`src/rtl/adc_pkg.sv`:
```
// ----------------------------------------------------------------------------
// adc_pkg
// Shared types and constants of the adaptive delayed-ack controller.
// ----------------------------------------------------------------------------
package adc_pkg;

  localparam int unsigned SeqW    = 31;
  localparam int unsigned TimeW   = 32;
  localparam int unsigned CountW  = 8;
  localparam int unsigned LimitW  = 9;
  localparam int unsigned SumW    = 34;
  localparam int unsigned SatW    = 11;
  localparam int unsigned MagW    = 10;
  localparam int unsigned ProdW   = 20;

  // window limit is clamped before the divide by three; the clamp keeps the
  // saturated 9-bit result exact
  localparam logic signed [SumW-1:0] SatHi = 34'sd767;
  localparam logic signed [SumW-1:0] SatLo = -34'sd768;

  // x / 3 == (x * 683) >> 11 for 0 <= x <= 768
  localparam logic [MagW-1:0] RecipThree = 10'd683;
  localparam int unsigned     RecipShift = 11;

  localparam logic [CountW-1:0] CountMax   = 8'd255;
  localparam logic [CountW-1:0] FactorInit = 8'd1;
  localparam logic [CountW-1:0] MaxDelayInit = 8'd4;

  typedef struct packed {
    logic                     ecn_mark;
    logic                     timer_pending;
    logic [TimeW-1:0]         echoed_time;
    logic [TimeW-1:0]         segment_time;
    logic [TimeW-1:0]         current_time;
    logic signed [LimitW-1:0] win_limit;
  } item_t;

  typedef struct packed {
    logic                     send_ack;
    logic [CountW-1:0]        ack_count;
    logic                     arm_timer;
    logic                     cancel_timer;
    logic                     keep_as_saved;
    logic [CountW-1:0]        factor_now;
    logic signed [LimitW-1:0] limit_now;
  } result_t;

  // queue status between front and back
  typedef struct packed {
    logic  valid;
    item_t item;
  } qhead_t;

endpackage

```
`src/rtl/adc_front.sv`:
```
// ----------------------------------------------------------------------------
// adc_front
// Input pipeline: window limit from the sender state, divide by three,
// then a two-entry queue toward the decision logic.
// ----------------------------------------------------------------------------
module adc_front (
  input  logic                      clk_i,
  input  logic                      rst_ni,
  input  logic                      push_i,
  output logic                      full_o,
  input  logic [adc_pkg::SeqW-1:0]  segment_seq_i,
  input  logic [adc_pkg::SeqW-1:0]  cumulative_seq_i,
  input  logic                      ecn_mark_i,
  input  logic [adc_pkg::TimeW-1:0] echoed_time_i,
  input  logic [adc_pkg::TimeW-1:0] segment_time_i,
  input  logic [adc_pkg::TimeW-1:0] current_time_i,
  input  logic [adc_pkg::SeqW-1:0]  sender_window_i,
  input  logic [adc_pkg::SeqW-1:0]  sender_highest_ack_i,
  input  logic [adc_pkg::SeqW-1:0]  sender_left_to_send_i,
  input  logic                      timer_pending_i,
  output adc_pkg::qhead_t           head_o,
  input  logic                      take_i
);
  import adc_pkg::*;

  // stage a
  logic                   va_q;
  logic                   in_order_a_q;
  logic signed [SumW-1:0] sum_a_q;
  logic [SeqW-1:0]        left_a_q;
  item_t                  item_a_q;
  // stage b
  logic                   vb_q;
  logic                   in_order_b_q;
  logic signed [SatW-1:0] sat_b_q;
  item_t                  item_b_q;
  // stage c
  logic                   vc_q;
  item_t                  item_c_q;
  // queue
  item_t                  queue_q [2];
  logic                   wr_ptr_q, rd_ptr_q;
  logic [1:0]             cnt_q;

  logic                   q_full, q_push, q_pop;
  logic                   ready_a, ready_b, ready_c, accept;
  logic signed [SumW-1:0] sum_d, left_ext, min_b;
  logic signed [SatW-1:0] sat_d;
  logic [SatW-1:0]        mag_full;
  logic [ProdW-1:0]       prod;
  logic [LimitW-1:0]      quot;
  logic signed [LimitW-1:0] lim_c;
  item_t                  item_c_d;

  assign q_full  = (cnt_q == 2'd2);
  assign ready_c = !vc_q || !q_full;
  assign ready_b = !vb_q || ready_c;
  assign ready_a = !va_q || ready_b;
  assign full_o  = !ready_a;
  assign accept  = push_i && ready_a;
  assign q_push  = vc_q && !q_full;
  assign q_pop   = take_i && (cnt_q != 2'd0);

  assign sum_d = $signed({3'b000, sender_window_i}) + $signed({3'b000, cumulative_seq_i})
               - $signed({3'b000, sender_highest_ack_i});

  always_comb begin
    left_ext = $signed({3'b000, left_a_q});
    min_b    = (left_ext < sum_a_q) ? left_ext : sum_a_q;
    if (min_b > SatHi) begin
      sat_d = SatHi[SatW-1:0];
    end else if (min_b < SatLo) begin
      sat_d = SatLo[SatW-1:0];
    end else begin
      sat_d = min_b[SatW-1:0];
    end
  end

  always_comb begin
    mag_full = sat_b_q[SatW-1] ? (~sat_b_q + 11'd1) : sat_b_q;
    prod     = ProdW'(mag_full[MagW-1:0]) * ProdW'(RecipThree);
    quot     = prod[ProdW-1:RecipShift];
    if (!in_order_b_q) begin
      lim_c = '0;
    end else if (sat_b_q[SatW-1]) begin
      lim_c = $signed(~quot + 9'd1);
    end else begin
      lim_c = $signed(quot);
    end
    item_c_d           = item_b_q;
    item_c_d.win_limit = lim_c;
  end

  always_ff @(posedge clk_i or negedge rst_ni) begin
    if (!rst_ni) begin
      va_q     <= 1'b0;
      vb_q     <= 1'b0;
      vc_q     <= 1'b0;
      wr_ptr_q <= 1'b0;
      rd_ptr_q <= 1'b0;
      cnt_q    <= 2'd0;
    end else begin
      if (ready_a) va_q <= push_i;
      if (ready_b) vb_q <= va_q;
      if (ready_c) vc_q <= vb_q;
      if (q_push) wr_ptr_q <= ~wr_ptr_q;
      if (q_pop) rd_ptr_q <= ~rd_ptr_q;
      cnt_q <= cnt_q + {1'b0, q_push} - {1'b0, q_pop};
    end
  end

  always_ff @(posedge clk_i) begin
    if (accept) begin
      in_order_a_q           <= (segment_seq_i == cumulative_seq_i);
      sum_a_q                <= sum_d;
      left_a_q               <= sender_left_to_send_i;
      item_a_q.ecn_mark      <= ecn_mark_i;
      item_a_q.timer_pending <= timer_pending_i;
      item_a_q.echoed_time   <= echoed_time_i;
      item_a_q.segment_time  <= segment_time_i;
      item_a_q.current_time  <= current_time_i;
      item_a_q.win_limit     <= '0;
    end
    if (ready_b && va_q) begin
      in_order_b_q <= in_order_a_q;
      sat_b_q      <= sat_d;
      item_b_q     <= item_a_q;
    end
    if (ready_c && vb_q) begin
      item_c_q <= item_c_d;
    end
    if (q_push) queue_q[wr_ptr_q] <= item_c_q;
  end

  assign head_o.valid = (cnt_q != 2'd0);
  assign head_o.item  = queue_q[rd_ptr_q];

endmodule

```
`src/rtl/adc_back.sv`:
```
// ----------------------------------------------------------------------------
// adc_back
// Decision logic: delay factor, delay limit and pending count, with a
// two-entry result queue.
// ----------------------------------------------------------------------------
module adc_back (
  input  logic                       clk_i,
  input  logic                       rst_ni,
  input  logic [adc_pkg::CountW-1:0] max_delay_i,
  input  adc_pkg::qhead_t            head_i,
  output logic                       take_o,
  output logic                       empty_o,
  input  logic                       pop_i,
  output adc_pkg::result_t           result_o
);
  import adc_pkg::*;

  logic [CountW-1:0] pending_q, factor_q;
  logic [TimeW-1:0]  high_echo_q, last_ecn_q, last_dec_q, saved_time_q;
  result_t           queue_q [2];
  logic              wr_ptr_q, rd_ptr_q;
  logic [1:0]        cnt_q;

  logic                     q_full, q_pop, do_ecn, do_dec, delay;
  logic [TimeW-1:0]         echo_new;
  logic [CountW:0]          doubled;
  logic [CountW-1:0]        factor_d, pending_inc;
  logic signed [LimitW:0]   lim_cand, lim_cap, lim_fin;
  result_t                  res;
  item_t                    it;

  assign it     = head_i.item;
  assign q_full = (cnt_q == 2'd2);
  assign take_o = head_i.valid && !q_full;
  assign q_pop  = pop_i && (cnt_q != 2'd0);

  always_comb begin
    echo_new    = (it.echoed_time > high_echo_q) ? it.echoed_time : high_echo_q;
    do_ecn      = it.ecn_mark && (echo_new >= last_ecn_q);
    do_dec      = !do_ecn && (echo_new >= last_ecn_q) && (echo_new >= last_dec_q);
    doubled     = {factor_q, 1'b0};
    factor_d    = factor_q;
    if (do_ecn) begin
      factor_d = (doubled < {1'b0, max_delay_i}) ? doubled[CountW-1:0] : max_delay_i;
    end else if (do_dec) begin
      factor_d = (factor_q > 8'd2) ? factor_q - 8'd1 : FactorInit;
    end
    lim_cand    = {it.win_limit[LimitW-1], it.win_limit};
    lim_cap     = ($signed({2'b00, max_delay_i}) < lim_cand) ? $signed({2'b00, max_delay_i})
                                                              : lim_cand;
    lim_fin     = ($signed({2'b00, factor_d}) < lim_cap) ? $signed({2'b00, factor_d}) : lim_cap;
    pending_inc = (pending_q < CountMax) ? pending_q + 8'd1 : CountMax;
    delay       = $signed({2'b00, pending_inc}) < lim_fin;

    res.send_ack      = !delay;
    res.ack_count     = delay ? '0 : pending_inc;
    res.arm_timer     = delay && !it.timer_pending;
    res.cancel_timer  = !delay && it.timer_pending;
    res.keep_as_saved = delay && (!it.timer_pending || (it.segment_time > saved_time_q));
    res.factor_now    = factor_d;
    res.limit_now     = lim_fin[LimitW-1:0];
  end

  always_ff @(posedge clk_i or negedge rst_ni) begin
    if (!rst_ni) begin
      pending_q   <= '0;
      factor_q    <= FactorInit;
      high_echo_q <= '0;
      last_ecn_q  <= '0;
      last_dec_q  <= '0;
      wr_ptr_q    <= 1'b0;
      rd_ptr_q    <= 1'b0;
      cnt_q       <= 2'd0;
    end else begin
      if (take_o) begin
        pending_q   <= delay ? pending_inc : '0;
        factor_q    <= factor_d;
        high_echo_q <= echo_new;
        if (do_ecn) last_ecn_q <= it.current_time;
        if (do_dec) last_dec_q <= it.current_time;
        wr_ptr_q    <= ~wr_ptr_q;
      end
      if (q_pop) rd_ptr_q <= ~rd_ptr_q;
      cnt_q <= cnt_q + {1'b0, take_o} - {1'b0, q_pop};
    end
  end

  always_ff @(posedge clk_i) begin
    if (take_o) begin
      queue_q[wr_ptr_q] <= res;
      if (res.keep_as_saved) saved_time_q <= it.segment_time;
    end
  end

  assign empty_o  = (cnt_q == 2'd0);
  assign result_o = queue_q[rd_ptr_q];

endmodule

```
`src/rtl/adaptive_delayed_ack_control.sv`:
```
// path: stages a, b, c, front queue, decision logic, result queue (empty low)
// throughput: one segment per cycle while full is low and results are popped
// front: three pipeline stages (window sum, clamp, divide by three) + 2-entry queue
// back: 2-entry result queue; empty follows its count, full the front stages and queue
// reset: asynchronous active low; queues empty, factor 1, max delay count 4
// ----------------------------------------------------------------------------
// adaptive_delayed_ack_control
// Decides per received segment whether to acknowledge now or delay.
// ----------------------------------------------------------------------------
module adaptive_delayed_ack_control (
  input  logic                       clk_i,
  input  logic                       rst_ni,
  input  logic                       push,
  output logic                       full,
  input  logic [adc_pkg::SeqW-1:0]   segment_seq_i,
  input  logic [adc_pkg::SeqW-1:0]   cumulative_seq_i,
  input  logic                       ecn_mark_i,
  input  logic [adc_pkg::TimeW-1:0]  echoed_time_i,
  input  logic [adc_pkg::TimeW-1:0]  segment_time_i,
  input  logic [adc_pkg::TimeW-1:0]  current_time_i,
  input  logic [adc_pkg::SeqW-1:0]   sender_window_i,
  input  logic [adc_pkg::SeqW-1:0]   sender_highest_ack_i,
  input  logic [adc_pkg::SeqW-1:0]   sender_left_to_send_i,
  input  logic                       timer_pending_i,
  output logic                       empty,
  input  logic                       pop,
  output logic                       send_ack_o,
  output logic [adc_pkg::CountW-1:0] ack_count_o,
  output logic                       arm_timer_o,
  output logic                       cancel_timer_o,
  output logic                       keep_as_saved_o,
  output logic [adc_pkg::CountW-1:0] factor_now_o,
  output logic signed [adc_pkg::LimitW-1:0] limit_now_o,
  input  logic                       cfg_we_i,
  input  logic [adc_pkg::CountW-1:0] cfg_wdata_i
);
  import adc_pkg::*;

  logic [CountW-1:0] max_delay_q;
  qhead_t            head;
  logic              take;
  result_t           result;

  always_ff @(posedge clk_i or negedge rst_ni) begin
    if (!rst_ni) begin
      max_delay_q <= MaxDelayInit;
    end else if (cfg_we_i) begin
      max_delay_q <= cfg_wdata_i;
    end
  end

  adc_front u_front (
    .clk_i                 (clk_i),
    .rst_ni                (rst_ni),
    .push_i                (push),
    .full_o                (full),
    .segment_seq_i         (segment_seq_i),
    .cumulative_seq_i      (cumulative_seq_i),
    .ecn_mark_i            (ecn_mark_i),
    .echoed_time_i         (echoed_time_i),
    .segment_time_i        (segment_time_i),
    .current_time_i        (current_time_i),
    .sender_window_i       (sender_window_i),
    .sender_highest_ack_i  (sender_highest_ack_i),
    .sender_left_to_send_i (sender_left_to_send_i),
    .timer_pending_i       (timer_pending_i),
    .head_o                (head),
    .take_i                (take)
  );

  adc_back u_back (
    .clk_i       (clk_i),
    .rst_ni      (rst_ni),
    .max_delay_i (max_delay_q),
    .head_i      (head),
    .take_o      (take),
    .empty_o     (empty),
    .pop_i       (pop),
    .result_o    (result)
  );

  assign send_ack_o      = result.send_ack;
  assign ack_count_o     = result.ack_count;
  assign arm_timer_o     = result.arm_timer;
  assign cancel_timer_o  = result.cancel_timer;
  assign keep_as_saved_o = result.keep_as_saved;
  assign factor_now_o    = result.factor_now;
  assign limit_now_o     = result.limit_now;

  a_count_only_on_send: assert property (@(posedge clk_i) disable iff (!rst_ni)
    (!empty && !send_ack_o) |-> (ack_count_o == '0))
    else $error("ack count without ack");

  a_send_has_count: assert property (@(posedge clk_i) disable iff (!rst_ni)
    (!empty && send_ack_o) |-> (ack_count_o != '0))
    else $error("ack covers no segment");

  a_arm_keeps: assert property (@(posedge clk_i) disable iff (!rst_ni)
    (!empty && arm_timer_o) |-> (keep_as_saved_o && !send_ack_o))
    else $error("timer armed without saving segment");

  a_cancel_sends: assert property (@(posedge clk_i) disable iff (!rst_ni)
    (!empty && cancel_timer_o) |-> (send_ack_o && !arm_timer_o))
    else $error("timer cancelled without ack");

endmodule

```
`config.mk`:
```
export PLATFORM = sky130hd
export DESIGN_NAME = adaptive_delayed_ack_control
export DESIGN_NICKNAME = d
export VERILOG_FILES = /design/src/rtl/adc_pkg.sv /design/src/rtl/adc_front.sv /design/src/rtl/adc_back.sv /design/src/rtl/adaptive_delayed_ack_control.sv
export SDC_FILE = /design/constraint.sdc
export NUM_CORES = 1
export LEC_CHECK = 0
export BUFFER_PORTS_ARGS = -buffer_cell sky130_fd_sc_hd__buf_2
export CAP_MARGIN = 20
export CORE_ASPECT_RATIO = 1.4
export CORE_MARGIN = 2
export CORE_UTILIZATION = 63
export CTS_BUF_LIST = sky130_fd_sc_hd__clkbuf_2
export DETAILED_ROUTE_END_ITERATION = 10
export PLACE_DENSITY = 0.83
export SYNTH_ARGS = -nofsm -noshare
export SYNTH_HDL_FRONTEND = slang
export SYNTH_SLANG_ARGS = --single-unit
```
`constraint.sdc`:
```
create_clock -name clk_i -period 15.8 [get_ports clk_i]
set_input_delay 2.37 -clock clk_i [delete_from_list [all_inputs] [get_ports clk_i]]
set_output_delay 2.37 -clock clk_i [all_outputs]
set_load 0.05 [all_outputs]
```
==> key figures <==
Outcome
  – Status: finished, final reports clean

Timing
  – Unrepaired setup endpoints after global routing: no
  – Max Fclk: 0.08221 GHz
  – Final setup skew: about 0.1 ns
  – Fin Setup TNS: 0 ns
  – Final setup violation count: 0
  – Fin crit period: 12.16 ns
  – Final-report hold violation count: 0
  – Final period utilization: 76.99%
  – Max Slew Vio Count: 0
  – Slew HR: a little under a third
  – Slew @ Worst Pin: 1.038 ns

Place
  – HPWL after detailed placement: around 62 mm
  – Final RePlAce weighted congestion: between 0.9 and 1
  – Port bufs: approximately 300
  – DP Area: roughly 41,000 µm²

Logic synthesis
  – Post-synthesis xor/xnor area fraction: roughly 2.8%
  – Area share of fa/ha/maj cells after synthesis: about 12%
  – Top FF cell, synth: edfxtp_1
  – Mapped Area: just under 40,000 µm²
  – Nets in the synthesized netlist: 3,470
  – Largest family of logic cells by synthesized area: adder cells
  – Async SR Flop Fraction: between 15 and 20%
  – Synth Register Bits: a little over 800
  – Post-synth cell types: 72
  – Post-synthesis average cell area: 13.51 µm²
  – Ys Warns: 0
  – Mux cell area share after synthesis: roughly 5.6%
  – Number of synthesized flops with an enable pin: about 690
  – Compound-cell area share of the yosys netlist: under 10%
  – Simple-Gate Fraction of Synth Area: approximately 6.6%
  – Mapped Cells: about 2,900
  – Post-synthesis sequential area ratio: approximately 62%

Floorplan
  – Ports: 297
  – Starting Density: 63.58%
  – Full die area: 63,360 µm²
  – Die W: between 200 and 250 µm
  – Row cnt: 107
  – Core ar.: between 60,000 and 70,000 µm²
  – Die Y: 297.0 µm

Global routing
  – Antenna violations before repair: 14
  – First-pass GRT wire length: between 100 and 150 mm
  – Largest net degree at the start of global routing: 80
  – Global-route usage over all layers: between 20 and 30%
  – Vias in the first global route: 25,690
  – Grt ovf: 0

Clock network
  – CTS resizes: 0
  – CTS clk-pin slew, worst paths: about 0.11 ns
  – Post-CTS Hold Buffers: 0
  – H-tree level count: 4
  – Clk sink count: roughly 820
  – TritonCTS clock tree: done
  – Root Buffer: clkbuf_2
  – Clk buf depth: 3
  – Latest clock arrival within the worst-skew pair: ~1.4 ns
  – Setup bufs post-CTS: 0
  – TritonCTS Buffers: 177

Routing
  – Drt first pass iters: 5
  – DR WL/cell: between 15 and 20 µm
  – Vias: roughly 24,000
  – Drt first-iter violations: 1,243
  – DR DRC count: 0
  – Post-DR vias/cell: between 5 and 6
  – DRT Wirelength: between 80 and 90 mm
  – Post-route ant nets: 0

Setup path
  – CP Capture Type: flop
  – Worst path max stage delay: roughly 0.8 ns
  – Critical Path Start Type: flop
  – Reg2reg setup slack: 3.64 ns
  – Critical Path RT: about 17 ns
  – Crit path DAT: 13.12 ns
  – Worst Setup SP: u_front.rd_ptr_q
  – Most used cell, CP: a21o_1
  – Crit-path max FO: 45
  – Worst r2r path cells: 48
  – Critical path class: reg2reg
  – WP buf/inv: 3
  – Worst r2r src: u_front.rd_ptr_q
  – RR Endpoint: u_back.saved_time_q[24]
  – Crit path max-delay family: compound AO/OA/AOI/OAI gates
  – Slowest cell on crit path: a221oi_1

Cells and area
  – Commonest non-fill, non-tap cell in the layout: edfxtp_1
  – Most frequent cells in the layout: edfxtp_1 (685), ha_1 (320), buf_2 (295)
  – Final net count: slightly below 4,000
  – Fill cells: approximately 4,300
  – Area Growth Syn to Fin: 11.18%
  – Share of cells above drive strength 1: 22.51%
  – Core Util, Final: a little over two thirds
  – Design Area, Final: roughly 43,000 µm²

Min path
  – Hold-critical path depth: 0
  – Sink of the worst hold path: u_front.queue_q[1][67]
  – HP Start: u_front.item_c_q[67]
  – Min-delay worst type: reg2reg

Run
  – Max Cap Viol: 0
[kinds of logic after synthesis]
| kind of cell | count (synthesis) |
|---|---|
| compound gates | 530 |
| xor+xnor | 124 |
| fa+ha+maj | 344 |
| buf+inv | 325 |
| flops | 816 |
| mux | 199 |
| simple gates | 522 |
[layout make-up]
class / count / area [µm²] / share of cell area, %
diodes: 10 / 25.02 / 0.05825
clock buffers: 263 / 1316 / 3.064
clock inverters: 62 / 432.9 / 1.008
inverters: 268 / 1006 / 2.342
multi-input cells: 1719 / 13630 / 31.72
flip-flops and latches: 816 / 23850 / 55.52
well taps: 817 / 1022 / 2.379
repair buffers: 319 / 1677 / 3.903
[cell usage after synthesis, types with 25 or more instances]
library cell | n | area share (%)
mux2_2 | 140 | 4.1
nor4_1 | 25 | 0.40
inv_1 | 266 | 2.6
mux2i_1 | 58 | 1.5
nand4_1 | 46 | 0.74
ha_1 | 320 | 10
clkbuf_1 | 48 | 0.47
nor3_1 | 32 | 0.41
nand3_1 | 36 | 0.47
o21ai_0 | 127 | 1.6
edfxtp_1 | 685 | 53
xor2_1 | 43 | 0.97
dfrtp_1 | 129 | 8.4
nand2_1 | 129 | 1.3
a21o_1 | 69 | 1.3
xnor2_1 | 80 | 1.8
nor2_1 | 144 | 1.4
a21oi_1 | 184 | 2.4
nor2b_1 | 28 | 0.45
[registers in the layout (all words and copies together), names as in the netlist, 11 cells and up]
signal               cells
u_front.queue_q        214
u_front.item_c_q       107
u_front.item_a_q        98
u_front.item_b_q        98
u_back.queue_q          58
u_front.sum_a_q         34
u_back.high_echo_q      32
u_back.last_dec_q       32
u_back.last_ecn_q       32
u_back.saved_time_q     32
u_front.left_a_q        31
u_front.sat_b_q         11
[per-layer routing]
metal | track usage [%] | routed length [µm] | up-vias
li1 | - | - | 11570
met1 | 29.60 | 31130 | 11650
met2 | 49.03 | 44750 | 772
met3 | 6.757 | 4739 | 214
met4 | 13.38 | 3568 | 18
met5 | 0 | 127 | -
[stage by stage]
step	setup WS [ns]	std cells	hold WS [ns]
floorplan	3.993	2860	0.4003
global placement	4.105	3938	0.4009
detailed placement	3.849	3938	0.4045
CTS	3.688	4263	0.3769
global route	2.662	4269	0.3737
finish	3.636	4274	0.3876
[worst max-delay path by stage]
stage	end	depth (start not counted)
after floorplan	u_back.saved_time_q[0]	50
after global placement	u_back.saved_time_q[26]	48
after detailed placement	u_back.saved_time_q[28]	48
after CTS	u_back.saved_time_q[26]	48
after global routing	u_back.saved_time_q[24]	49
final	u_back.saved_time_q[24]	48
[worst reg2reg max path, delay by kind of cell (launching register included)]
family          cells  cell delay [ns]
compound gates     29             6.19
fa+ha+maj           5             1.82
buf+inv             3             1.32
simple gates       10             1.27
flops               1             0.68
mux                 1             0.46
Power is not shown: default switching activity piles up to over one toggle a cycle in this logic, so the estimate is an artifact.
